<file path="src/rtl/psps_pkg.sv">
// shared types and constants for the preemptive sound priority scheduler
// no dependencies
`default_nettype none

package psps_pkg;

  localparam int NUM_TYPES_DEF = 32;
  localparam int TYPE_W        = 5;
  localparam int MODE_W        = 2;

  localparam logic [MODE_W-1:0] MODE_ADD    = 2'd0;
  localparam logic [MODE_W-1:0] MODE_REMOVE = 2'd1;
  localparam logic [MODE_W-1:0] MODE_DONE   = 2'd2;
  localparam logic [MODE_W-1:0] MODE_FLUSH  = 2'd3;

  typedef struct packed {
    logic load;
    logic update;
    logic pick;
  } psps_cmd_t;

endpackage

`default_nettype wire

</file>
<file path="src/rtl/preemptive_sound_priority_scheduler_unit.sv">
// top level of the preemptive sound priority scheduler
// depends on psps_pkg, psps_ctrl and psps_dpath
`default_nettype none

// One request is handled at a time and always gives exactly one result. A request
// transfer is followed by an update cycle and a pick cycle, in which the highest
// waiting repeat task starts if nothing is current; the result is then offered on the
// out_ channel. The controller takes the next request in the cycle after the result
// transfer, so requests never overlap and a held out_stall delays the next one.
// in_stall is high during reset and from a request transfer until its result has
// been transferred.
module preemptive_sound_priority_scheduler_unit #(
  parameter int NUM_TYPES = psps_pkg::NUM_TYPES_DEF
) (
  input  wire logic                          clk,
  input  wire logic                          rst_n,
  input  wire logic                          in_valid,
  output logic                               in_stall,
  input  wire logic [psps_pkg::MODE_W-1:0]   in_mode,
  input  wire logic [psps_pkg::TYPE_W-1:0]   in_sound_type,
  input  wire logic                          in_repeat_req,
  input  wire logic                          in_stop_kind,
  output logic                               out_valid,
  input  wire logic                          out_stall,
  output logic                               out_start_valid,
  output logic [psps_pkg::TYPE_W-1:0]        out_start_type,
  output logic                               out_start_repeat,
  output logic                               out_stop_now,
  output logic                               out_stop_how,
  output logic                               out_dropped,
  output logic                               out_parked,
  output logic                               out_busy_res
);
  import psps_pkg::*;

  psps_cmd_t cmd;

  psps_ctrl u_ctrl (
    .clk       (clk),
    .rst_n     (rst_n),
    .in_valid  (in_valid),
    .in_stall  (in_stall),
    .out_valid (out_valid),
    .out_stall (out_stall),
    .cmd       (cmd)
  );

  psps_dpath #(
    .NUM_TYPES (NUM_TYPES)
  ) u_dpath (
    .clk           (clk),
    .rst_n         (rst_n),
    .cmd           (cmd),
    .in_mode       (in_mode),
    .in_sound_type (in_sound_type),
    .in_repeat_req (in_repeat_req),
    .in_stop_kind  (in_stop_kind),
    .start_valid   (out_start_valid),
    .start_type    (out_start_type),
    .start_repeat  (out_start_repeat),
    .stop_now      (out_stop_now),
    .stop_how      (out_stop_how),
    .dropped       (out_dropped),
    .parked        (out_parked),
    .busy_res      (out_busy_res)
  );

  a_result_latency: assert property (@(posedge clk) disable iff (!rst_n)
    (in_valid && !in_stall) |-> ##3 out_valid)
    else $error("result not offered three cycles after request transfer");

  a_start_busy: assert property (@(posedge clk) disable iff (!rst_n)
    (out_valid && out_start_valid) |-> out_busy_res)
    else $error("task started but no current task reported");

  a_drop_park: assert property (@(posedge clk) disable iff (!rst_n)
    out_valid |-> !(out_dropped && out_parked))
    else $error("request both dropped and parked");

  a_stop_how: assert property (@(posedge clk) disable iff (!rst_n)
    (out_valid && !out_stop_now) |-> !out_stop_how)
    else $error("stop kind set without a stop");

endmodule

`default_nettype wire

</file>
<file path="src/rtl/psps_ctrl.sv">
// controller state machine: sequences load, update, pick and result transfer
// depends on psps_pkg
`default_nettype none

module psps_ctrl (
  input  wire logic             clk,
  input  wire logic             rst_n,
  input  wire logic             in_valid,
  output logic                  in_stall,
  output logic                  out_valid,
  input  wire logic             out_stall,
  output psps_pkg::psps_cmd_t   cmd
);
  import psps_pkg::*;

  localparam logic [1:0] S_IDLE = 2'd0;
  localparam logic [1:0] S_UPD  = 2'd1;
  localparam logic [1:0] S_PICK = 2'd2;
  localparam logic [1:0] S_OUT  = 2'd3;

  logic [1:0] state_r;
  logic [1:0] state_nxt;

  assign in_stall  = !rst_n || (state_r != S_IDLE);
  assign out_valid = (state_r == S_OUT);

  always_comb begin
    cmd.load   = in_valid && !in_stall;
    cmd.update = (state_r == S_UPD);
    cmd.pick   = (state_r == S_PICK);
  end

  always_comb begin
    state_nxt = state_r;
    unique case (state_r)
      S_IDLE: begin
        if (in_valid && !in_stall) state_nxt = S_UPD;
      end
      S_UPD:  state_nxt = S_PICK;
      S_PICK: state_nxt = S_OUT;
      S_OUT: begin
        if (!out_stall) state_nxt = S_IDLE;
      end
      default: state_nxt = S_IDLE;
    endcase
  end

  always_ff @(posedge clk) begin
    if (!rst_n) begin
      state_r <= S_IDLE;
    end else begin
      state_r <= state_nxt;
    end
  end

endmodule

`default_nettype wire

</file>
<file path="src/rtl/psps_dpath.sv">
// datapath: current task, waiting bitmap, priority encoder and result registers
// depends on psps_pkg
`default_nettype none

module psps_dpath #(
  parameter int NUM_TYPES = psps_pkg::NUM_TYPES_DEF
) (
  input  wire logic                          clk,
  input  wire logic                          rst_n,
  input  wire psps_pkg::psps_cmd_t           cmd,
  input  wire logic [psps_pkg::MODE_W-1:0]   in_mode,
  input  wire logic [psps_pkg::TYPE_W-1:0]   in_sound_type,
  input  wire logic                          in_repeat_req,
  input  wire logic                          in_stop_kind,
  output logic                               start_valid,
  output logic [psps_pkg::TYPE_W-1:0]        start_type,
  output logic                               start_repeat,
  output logic                               stop_now,
  output logic                               stop_how,
  output logic                               dropped,
  output logic                               parked,
  output logic                               busy_res
);
  import psps_pkg::*;

  localparam int IDX_W = (NUM_TYPES > 1) ? $clog2(NUM_TYPES) : 1;

  logic [NUM_TYPES-1:0] map_r, map_nxt;
  logic                 cur_valid_r, cur_valid_nxt;
  logic [TYPE_W-1:0]    cur_type_r, cur_type_nxt;
  logic                 cur_rep_r, cur_rep_nxt;

  logic [MODE_W-1:0]    mode_r, mode_nxt;
  logic [TYPE_W-1:0]    type_r, type_nxt;
  logic                 rep_r, rep_nxt;
  logic                 kind_r, kind_nxt;

  logic                 sv_r, sv_nxt;
  logic [TYPE_W-1:0]    st_r, st_nxt;
  logic                 sr_r, sr_nxt;
  logic                 sn_r, sn_nxt;
  logic                 sh_r, sh_nxt;
  logic                 dr_r, dr_nxt;
  logic                 pk_r, pk_nxt;

  logic                 in_range;
  logic [NUM_TYPES-1:0] req_bit;
  logic [NUM_TYPES-1:0] cur_bit;
  logic [IDX_W-1:0]     top_idx;
  logic [NUM_TYPES-1:0] top_bit;

  assign in_range = (32'(type_r) < NUM_TYPES);
  assign req_bit  = NUM_TYPES'(1) << type_r;
  assign cur_bit  = NUM_TYPES'(1) << cur_type_r;
  assign top_bit  = NUM_TYPES'(1) << top_idx;

  // highest waiting type
  always_comb begin
    top_idx = '0;
    for (int i = 0; i < NUM_TYPES; i++) begin
      if (map_r[i]) top_idx = IDX_W'(i);
    end
  end

  always_comb begin
    map_nxt       = map_r;
    cur_valid_nxt = cur_valid_r;
    cur_type_nxt  = cur_type_r;
    cur_rep_nxt   = cur_rep_r;
    mode_nxt      = mode_r;
    type_nxt      = type_r;
    rep_nxt       = rep_r;
    kind_nxt      = kind_r;
    sv_nxt        = sv_r;
    st_nxt        = st_r;
    sr_nxt        = sr_r;
    sn_nxt        = sn_r;
    sh_nxt        = sh_r;
    dr_nxt        = dr_r;
    pk_nxt        = pk_r;

    if (cmd.load) begin
      mode_nxt = in_mode;
      type_nxt = in_sound_type;
      rep_nxt  = in_repeat_req;
      kind_nxt = in_stop_kind;
      sv_nxt   = 1'b0;
      st_nxt   = '0;
      sr_nxt   = 1'b0;
      sn_nxt   = 1'b0;
      sh_nxt   = 1'b0;
      dr_nxt   = 1'b0;
      pk_nxt   = 1'b0;
    end else if (cmd.update) begin
      unique case (mode_r)
        MODE_ADD: begin
          if (in_range) begin
            if (cur_valid_r && (cur_type_r >= type_r)) begin
              if (rep_r) begin
                map_nxt = map_r | req_bit;
                pk_nxt  = 1'b1;
              end else begin
                dr_nxt = 1'b1;
              end
            end else begin
              if (cur_valid_r) begin
                if (cur_rep_r) begin
                  map_nxt = map_r | cur_bit;
                  pk_nxt  = 1'b1;
                end
                sn_nxt = 1'b1;
                sh_nxt = 1'b0;
              end
              cur_valid_nxt = 1'b1;
              cur_type_nxt  = type_r;
              cur_rep_nxt   = rep_r;
              sv_nxt        = 1'b1;
              st_nxt        = type_r;
              sr_nxt        = rep_r;
            end
          end
        end
        MODE_REMOVE: begin
          if (in_range) begin
            map_nxt = map_r & ~req_bit;
            if (cur_valid_r && (cur_type_r == type_r)) begin
              sn_nxt        = 1'b1;
              sh_nxt        = kind_r;
              cur_valid_nxt = 1'b0;
              cur_type_nxt  = '0;
              cur_rep_nxt   = 1'b0;
            end
          end
        end
        MODE_DONE: begin
          if (in_range && cur_valid_r && (cur_type_r == type_r)) begin
            cur_valid_nxt = 1'b0;
            cur_type_nxt  = '0;
            cur_rep_nxt   = 1'b0;
          end
        end
        MODE_FLUSH: begin
          map_nxt = '0;
          if (cur_valid_r) begin
            sn_nxt = 1'b1;
            sh_nxt = 1'b0;
          end
          cur_valid_nxt = 1'b0;
          cur_type_nxt  = '0;
          cur_rep_nxt   = 1'b0;
        end
        default: ;
      endcase
    end else if (cmd.pick) begin
      if (!cur_valid_r && (map_r != '0)) begin
        map_nxt       = map_r & ~top_bit;
        cur_valid_nxt = 1'b1;
        cur_type_nxt  = TYPE_W'(top_idx);
        cur_rep_nxt   = 1'b1;
        sv_nxt        = 1'b1;
        st_nxt        = TYPE_W'(top_idx);
        sr_nxt        = 1'b1;
      end
    end
  end

  always_ff @(posedge clk) begin
    if (!rst_n) begin
      map_r       <= '0;
      cur_valid_r <= 1'b0;
      cur_type_r  <= '0;
      cur_rep_r   <= 1'b0;
    end else begin
      map_r       <= map_nxt;
      cur_valid_r <= cur_valid_nxt;
      cur_type_r  <= cur_type_nxt;
      cur_rep_r   <= cur_rep_nxt;
    end
  end

  always_ff @(posedge clk) begin
    mode_r <= mode_nxt;
    type_r <= type_nxt;
    rep_r  <= rep_nxt;
    kind_r <= kind_nxt;
    sv_r   <= sv_nxt;
    st_r   <= st_nxt;
    sr_r   <= sr_nxt;
    sn_r   <= sn_nxt;
    sh_r   <= sh_nxt;
    dr_r   <= dr_nxt;
    pk_r   <= pk_nxt;
  end

  assign start_valid  = sv_r;
  assign start_type   = st_r;
  assign start_repeat = sr_r;
  assign stop_now     = sn_r;
  assign stop_how     = sh_r;
  assign dropped      = dr_r;
  assign parked       = pk_r;
  assign busy_res     = cur_valid_r;

endmodule

`default_nettype wire
</file>
<file path="config.mk">
export PLATFORM = sky130hd
export DESIGN_NAME = preemptive_sound_priority_scheduler_unit
export DESIGN_NICKNAME = d
export VERILOG_FILES = /design/src/rtl/psps_pkg.sv /design/src/rtl/preemptive_sound_priority_scheduler_unit.sv /design/src/rtl/psps_ctrl.sv /design/src/rtl/psps_dpath.sv
export SDC_FILE = /design/constraint.sdc
export NUM_CORES = 1
export LEC_CHECK = 0
export BUFFER_PORTS_ARGS = -buffer_cell sky130_fd_sc_hd__buf_4
export CORE_MARGIN = 2
export CORE_UTILIZATION = 25
export DETAILED_ROUTE_END_ITERATION = 6
export GPL_ROUTABILITY_DRIVEN = 1
export HOLD_SLACK_MARGIN = 0.06
export PLACE_DENSITY_LB_ADDON = 0.3
export SLEW_MARGIN = 40
export SYNTH_ARGS = -nofsm -noshare
export SYNTH_HDL_FRONTEND = slang
export SYNTH_SLANG_ARGS = --single-unit
</file>
<file path="constraint.sdc">
create_clock -name clk -period 6.8 [get_ports clk]
set_clock_uncertainty 0.05 [all_clocks]
set_input_delay 0.34 -clock clk [delete_from_list [all_inputs] [get_ports clk]]
set_output_delay 0.34 -clock clk [all_outputs]
set_load 0.03 [all_outputs]
</file>
==> results summary <==
The flow ran to the end, and the final reports show no timing, DRC or antenna violations. After synthesis, the share of flip-flops with an asynchronous set or reset is 0%. The fraction of power spent switching nets came out at between 50% and 60%. Counting instances, the worst hold path has a depth of 1. The pin count of the biggest net entering global routing is between 40 and 50. The post-route core utilization is 29.3%. The category of the worst setup path capture point is a flip-flop. The number of top-level pins is 27. The routed design has 17.7 mm of wire.

For this design, the slowest cell found on the critical path is sky130_fd_sc_hd__nor3_1. The total nets after synthesis came out at 639. The first global-routing pass estimated between 20 and 30 mm of wire. After detailed routing, the number of remaining DRC violations is 0. In this run the power density over the cells is 406 nW/µm². The worst register-to-register path begins at u_dpath.type_r[2]$_DFFE_PP_. The minimum period implied by the final worst setup slack is between 3 and 4 ns. The placer's final routability congestion estimate is 0.925. The layout net count is 636. In this run the worst path has a maximum fanout of 16.

The switching component of the power came out at 1090 µW. The sequential fraction of design power came out at 24.3%. The startpoint of the lowest-slack hold path is in_mode[0]. The most used flip-flop cell after synthesis is sky130_fd_sc_hd__dfxtp_1. At the later pin of the worst-skew pair, clock insertion delay measures 0.35 ns. The worst setup path is of the flip-flop to flip-flop kind.

The number of antenna violations at the first check in global routing came to 0. TritonCTS built the clock tree. The power share of the clock group is around a fifth.

The layout cell share with drive strength beyond 1 is between 10% and 20%. The total of endpoints with negative setup slack in the final report came out at 0. Across the run, the number of max-cap violations was 0. Global routing used between 15 and 20% of the available tracks.

The total number of vias is 5057. The residual overflow from global routing is 0. After clock tree synthesis, the clock-pin slew on the worst setup and hold paths is 0.06 ns.

STA puts the critical path data required time at 7.03 ns. The tightest min-delay check is of the primary input to flip-flop type. The final cycle utilization of the critical path is a little over half. The number of antenna-violating nets in the routed design came out at 0. In this design, the stage delay of the slowest critical-path cell is 0.68 ns.

The placed wire-length estimate is 12.7 mm. The setup TNS after final layout came out at 0 ns. The detail-routed via count per cell came out at between 5 and 6. The mean cell area of the mapped netlist came out at 7.58 µm². STA classifies the critical path startpoint as a flip-flop. The number of detailed-route iterations in the first pass came out at 5.

The total internal power came out at 1060 µW. The die span in x came out at about 140 µm. The biggest area contributor in the post-synthesis netlist is sky130_fd_sc_hd__dfxtp_1.

Traced cell by cell, the critical path runs through clkinv_1 -> ha_1 -> and4_1 -> a221o_1 -> nand2_1 -> nor3_1 -> a221oi_1 -> or4_1 -> a21oi_1. The H-tree was split into 3 levels. The setup slack on the worst flop-to-flop path is 3.19 ns. For this configuration, the core starts out at a cell density of 25.7%.

From bottom edge to top edge, the die measures approximately 140 µm. Across the VDD grid, the largest voltage drop is 0.195 mV. Counting every sink on the clock net gives 61. Setup repair after global routing left no endpoint under its margin. The number of rows created at floorplan came out at 49.

0 antenna diodes ended up in the layout. During synthesis, Yosys emitted a total of 0 warnings. The highest clock frequency the design can meet is about 0.28 GHz. The gate count after technology mapping is a little over 600. Sequential cells were found to cover 28.3% of the synthesized design area. By count the netlist is led by sky130_fd_sc_hd__nand2_1, sky130_fd_sc_hd__dfxtp_1, sky130_fd_sc_hd__nor2_1.

The die covers 19700 µm². The maximum clock path buffer count is 2. The mapped netlist covers 4640 µm². The path depth of the worst reg2reg path came out at 9.

The endpoint identified for the worst register-to-register timing path is u_dpath.map_r[25]$_SDFFE_PN0P_. The most common cell in the synthesized netlist is sky130_fd_sc_hd__nand2_1. The post-cts gate resize count came out at 0. For hold timing, the worst endpoint is u_dpath.mode_r[0]$_DFFE_PP_. Hold repair after CTS inserted 0 buffers. The standby leakage power is roughly 0.0018 µW. The share of total power in combinational logic came out at ~55%. The layout-stage area growth over the synthesis result came out at 14.1%. Port buffering added 26 buffers. The number of hold violations in the final report is 0. The library cell used as clock root buffer is sky130_fd_sc_hd__clkbuf_16. Synthesis inferred slightly above 60 register bits. The top cell type's share of synthesized area came out at ~22%. The number of pins exceeding their max-slew limit in the final report is 0. The count of cell types in the netlist is between 70 and 80. The number of flops mapped to enable cells by yosys is 9. Post-CTS timing repair inserted 0 buffers for setup.

The standard cell core area is between 15000 and 20000 µm². The transition time at the pin with the least slew margin is 0.882 ns. By area the synthesized netlist is led by sky130_fd_sc_hd__dfxtp_1, sky130_fd_sc_hd__edfxtp_1, sky130_fd_sc_hd__nand2_1. The data arrival time at the worst-slack endpoint came out at 3.84 ns. The CTS buffer count came out at 9. The first-iteration detailed-routing DRC count came out at 556. The via count of the first global-routing pass came out at 4708. After detailed routing, the average wire length per cell comes to 21.1 µm.

The worst relative slew slack came out at between 40% and 50%.
flip-flops by register name (all words and copies together), names as in the netlist:
signal / cells
u_dpath.type_r: 5
u_dpath.stop_how: 1
u_dpath.parked: 1
u_dpath.cur_rep_r: 1
u_dpath.dropped: 1
u_dpath.start_valid: 1
u_dpath.map_r: 32
u_dpath.rep_r: 1
u_ctrl.state_r: 2
u_dpath.busy_res: 1
u_dpath.start_repeat: 1
u_dpath.stop_now: 1
u_dpath.kind_r: 1
u_dpath.cur_type_r: 5
u_dpath.mode_r: 2
u_dpath.start_type: 5
worst max path at each step:
stage | start | end | slack [ns] | cells after the start
detailed placement | u_dpath.type_r[2]$_DFFE_PP_ | u_dpath.map_r[28]$_SDFFE_PN0P_ | 3.23 | 9
CTS | u_dpath.type_r[2]$_DFFE_PP_ | u_dpath.map_r[28]$_SDFFE_PN0P_ | 3.21 | 9
global placement | u_dpath.type_r[2]$_DFFE_PP_ | u_dpath.busy_res$_SDFFE_PN0P_ | 3.19 | 9
finish | u_dpath.type_r[2]$_DFFE_PP_ | u_dpath.map_r[25]$_SDFFE_PN0P_ | 3.19 | 9
global route | u_dpath.type_r[2]$_DFFE_PP_ | u_dpath.map_r[25]$_SDFFE_PN0P_ | 3.01 | 9
floorplan | u_dpath.type_r[3]$_DFFE_PP_ | u_dpath.map_r[25]$_SDFFE_PN0P_ | 3.98 | 10
per-layer routing:
layer	track usage, %	wire [µm]	up-vias
li1	-	-	2334
met1	25.0	7760	2352
met2	26.5	7470	317
met3	3.49	1700	54
met4	9.09	819	0
met5	0	0	-
placed cells by master (no fill, tap or decap), types with 6 or more instances in the layout:
cell type,Yosys,layout
sky130_fd_sc_hd__a31oi_1,30,30
sky130_fd_sc_hd__clkbuf_16,0,9
sky130_fd_sc_hd__nand2b_1,8,8
sky130_fd_sc_hd__o211ai_1,15,15
sky130_fd_sc_hd__nand3_1,30,30
sky130_fd_sc_hd__a211oi_1,9,9
sky130_fd_sc_hd__o21bai_1,7,6
sky130_fd_sc_hd__ha_1,14,14
sky130_fd_sc_hd__inv_1,21,21
sky130_fd_sc_hd__buf_4,2,33
sky130_fd_sc_hd__nor4_1,10,10
sky130_fd_sc_hd__o21ai_0,30,30
sky130_fd_sc_hd__or3_1,9,9
sky130_fd_sc_hd__edfxtp_1,9,9
sky130_fd_sc_hd__nor3_1,20,16
sky130_fd_sc_hd__a32o_1,6,6
sky130_fd_sc_hd__a21oi_1,42,42
sky130_fd_sc_hd__dfxtp_1,52,52
sky130_fd_sc_hd__a221oi_1,12,12
sky130_fd_sc_hd__o31ai_1,11,11
sky130_fd_sc_hd__nand2_1,70,70
sky130_fd_sc_hd__and2_1,7,7
sky130_fd_sc_hd__nor2_1,44,42
sky130_fd_sc_hd__or4_1,6,6
sky130_fd_sc_hd__mux2i_1,6,6
sky130_fd_sc_hd__and3_1,7,7
per-stage QoR:
step | hold WS (ns) | total power, µW | cells | worst slack (ns) | area, µm²
2_1_floorplan | 0.379 | 1310 | 612 | 3.98 | 4640
3_3_place_gp | 0.402 | 1680 | 827 | 3.19 | 4960
3_5_place_dp | 0.400 | 1670 | 827 | 3.23 | 5000
4_1_cts | 0.0996 | 2120 | 843 | 3.21 | 5290
5_1_grt | 0.102 | 2260 | 843 | 3.01 | 5300
6_report | 0.109 | 2150 | 843 | 3.19 | 5300
critical path, delay by kind of cell, from the launching register on:
family,cells,cell delay [ns]
AND/OR/NAND/NOR,4,1.79
AO/OA/AOI/OAI,3,0.63
flip-flops,1,0.48
adder cells (fa/ha/maj),1,0.35
buffers and inverters,1,0.24
cell type report:
class	count	area (µm²)
tap	229	287
inverter	23	86.3
clock inverter	7	58.8
timing repair buffer	33	248
multi-input combinational	481	3080
fill	1940	12800
sequential	61	1310
clock buffer	9	225
power groups by stage:
stage / clock network, µW / logic, µW / registers, µW
after CTS: 451 / 1150 / 521
final: 443 / 1180 / 523
after global routing: 465 / 1260 / 534
after global placement: 0 / 1150 / 526
after detailed placement: 0 / 1140 / 528
after floorplan: 0 / 799 / 515
kinds of logic after synthesis:
logic type	Yosys count	synth area share (%)
and+or+nand+nor	235	25.3
adders and majority gates	14	3.77
DFF	61	28.3
AOI/OAI and AO/OA	225	34.8
buffers and inverters	70	6.42
muxes	7	1.54
Power figures use the tool's default switching activity.
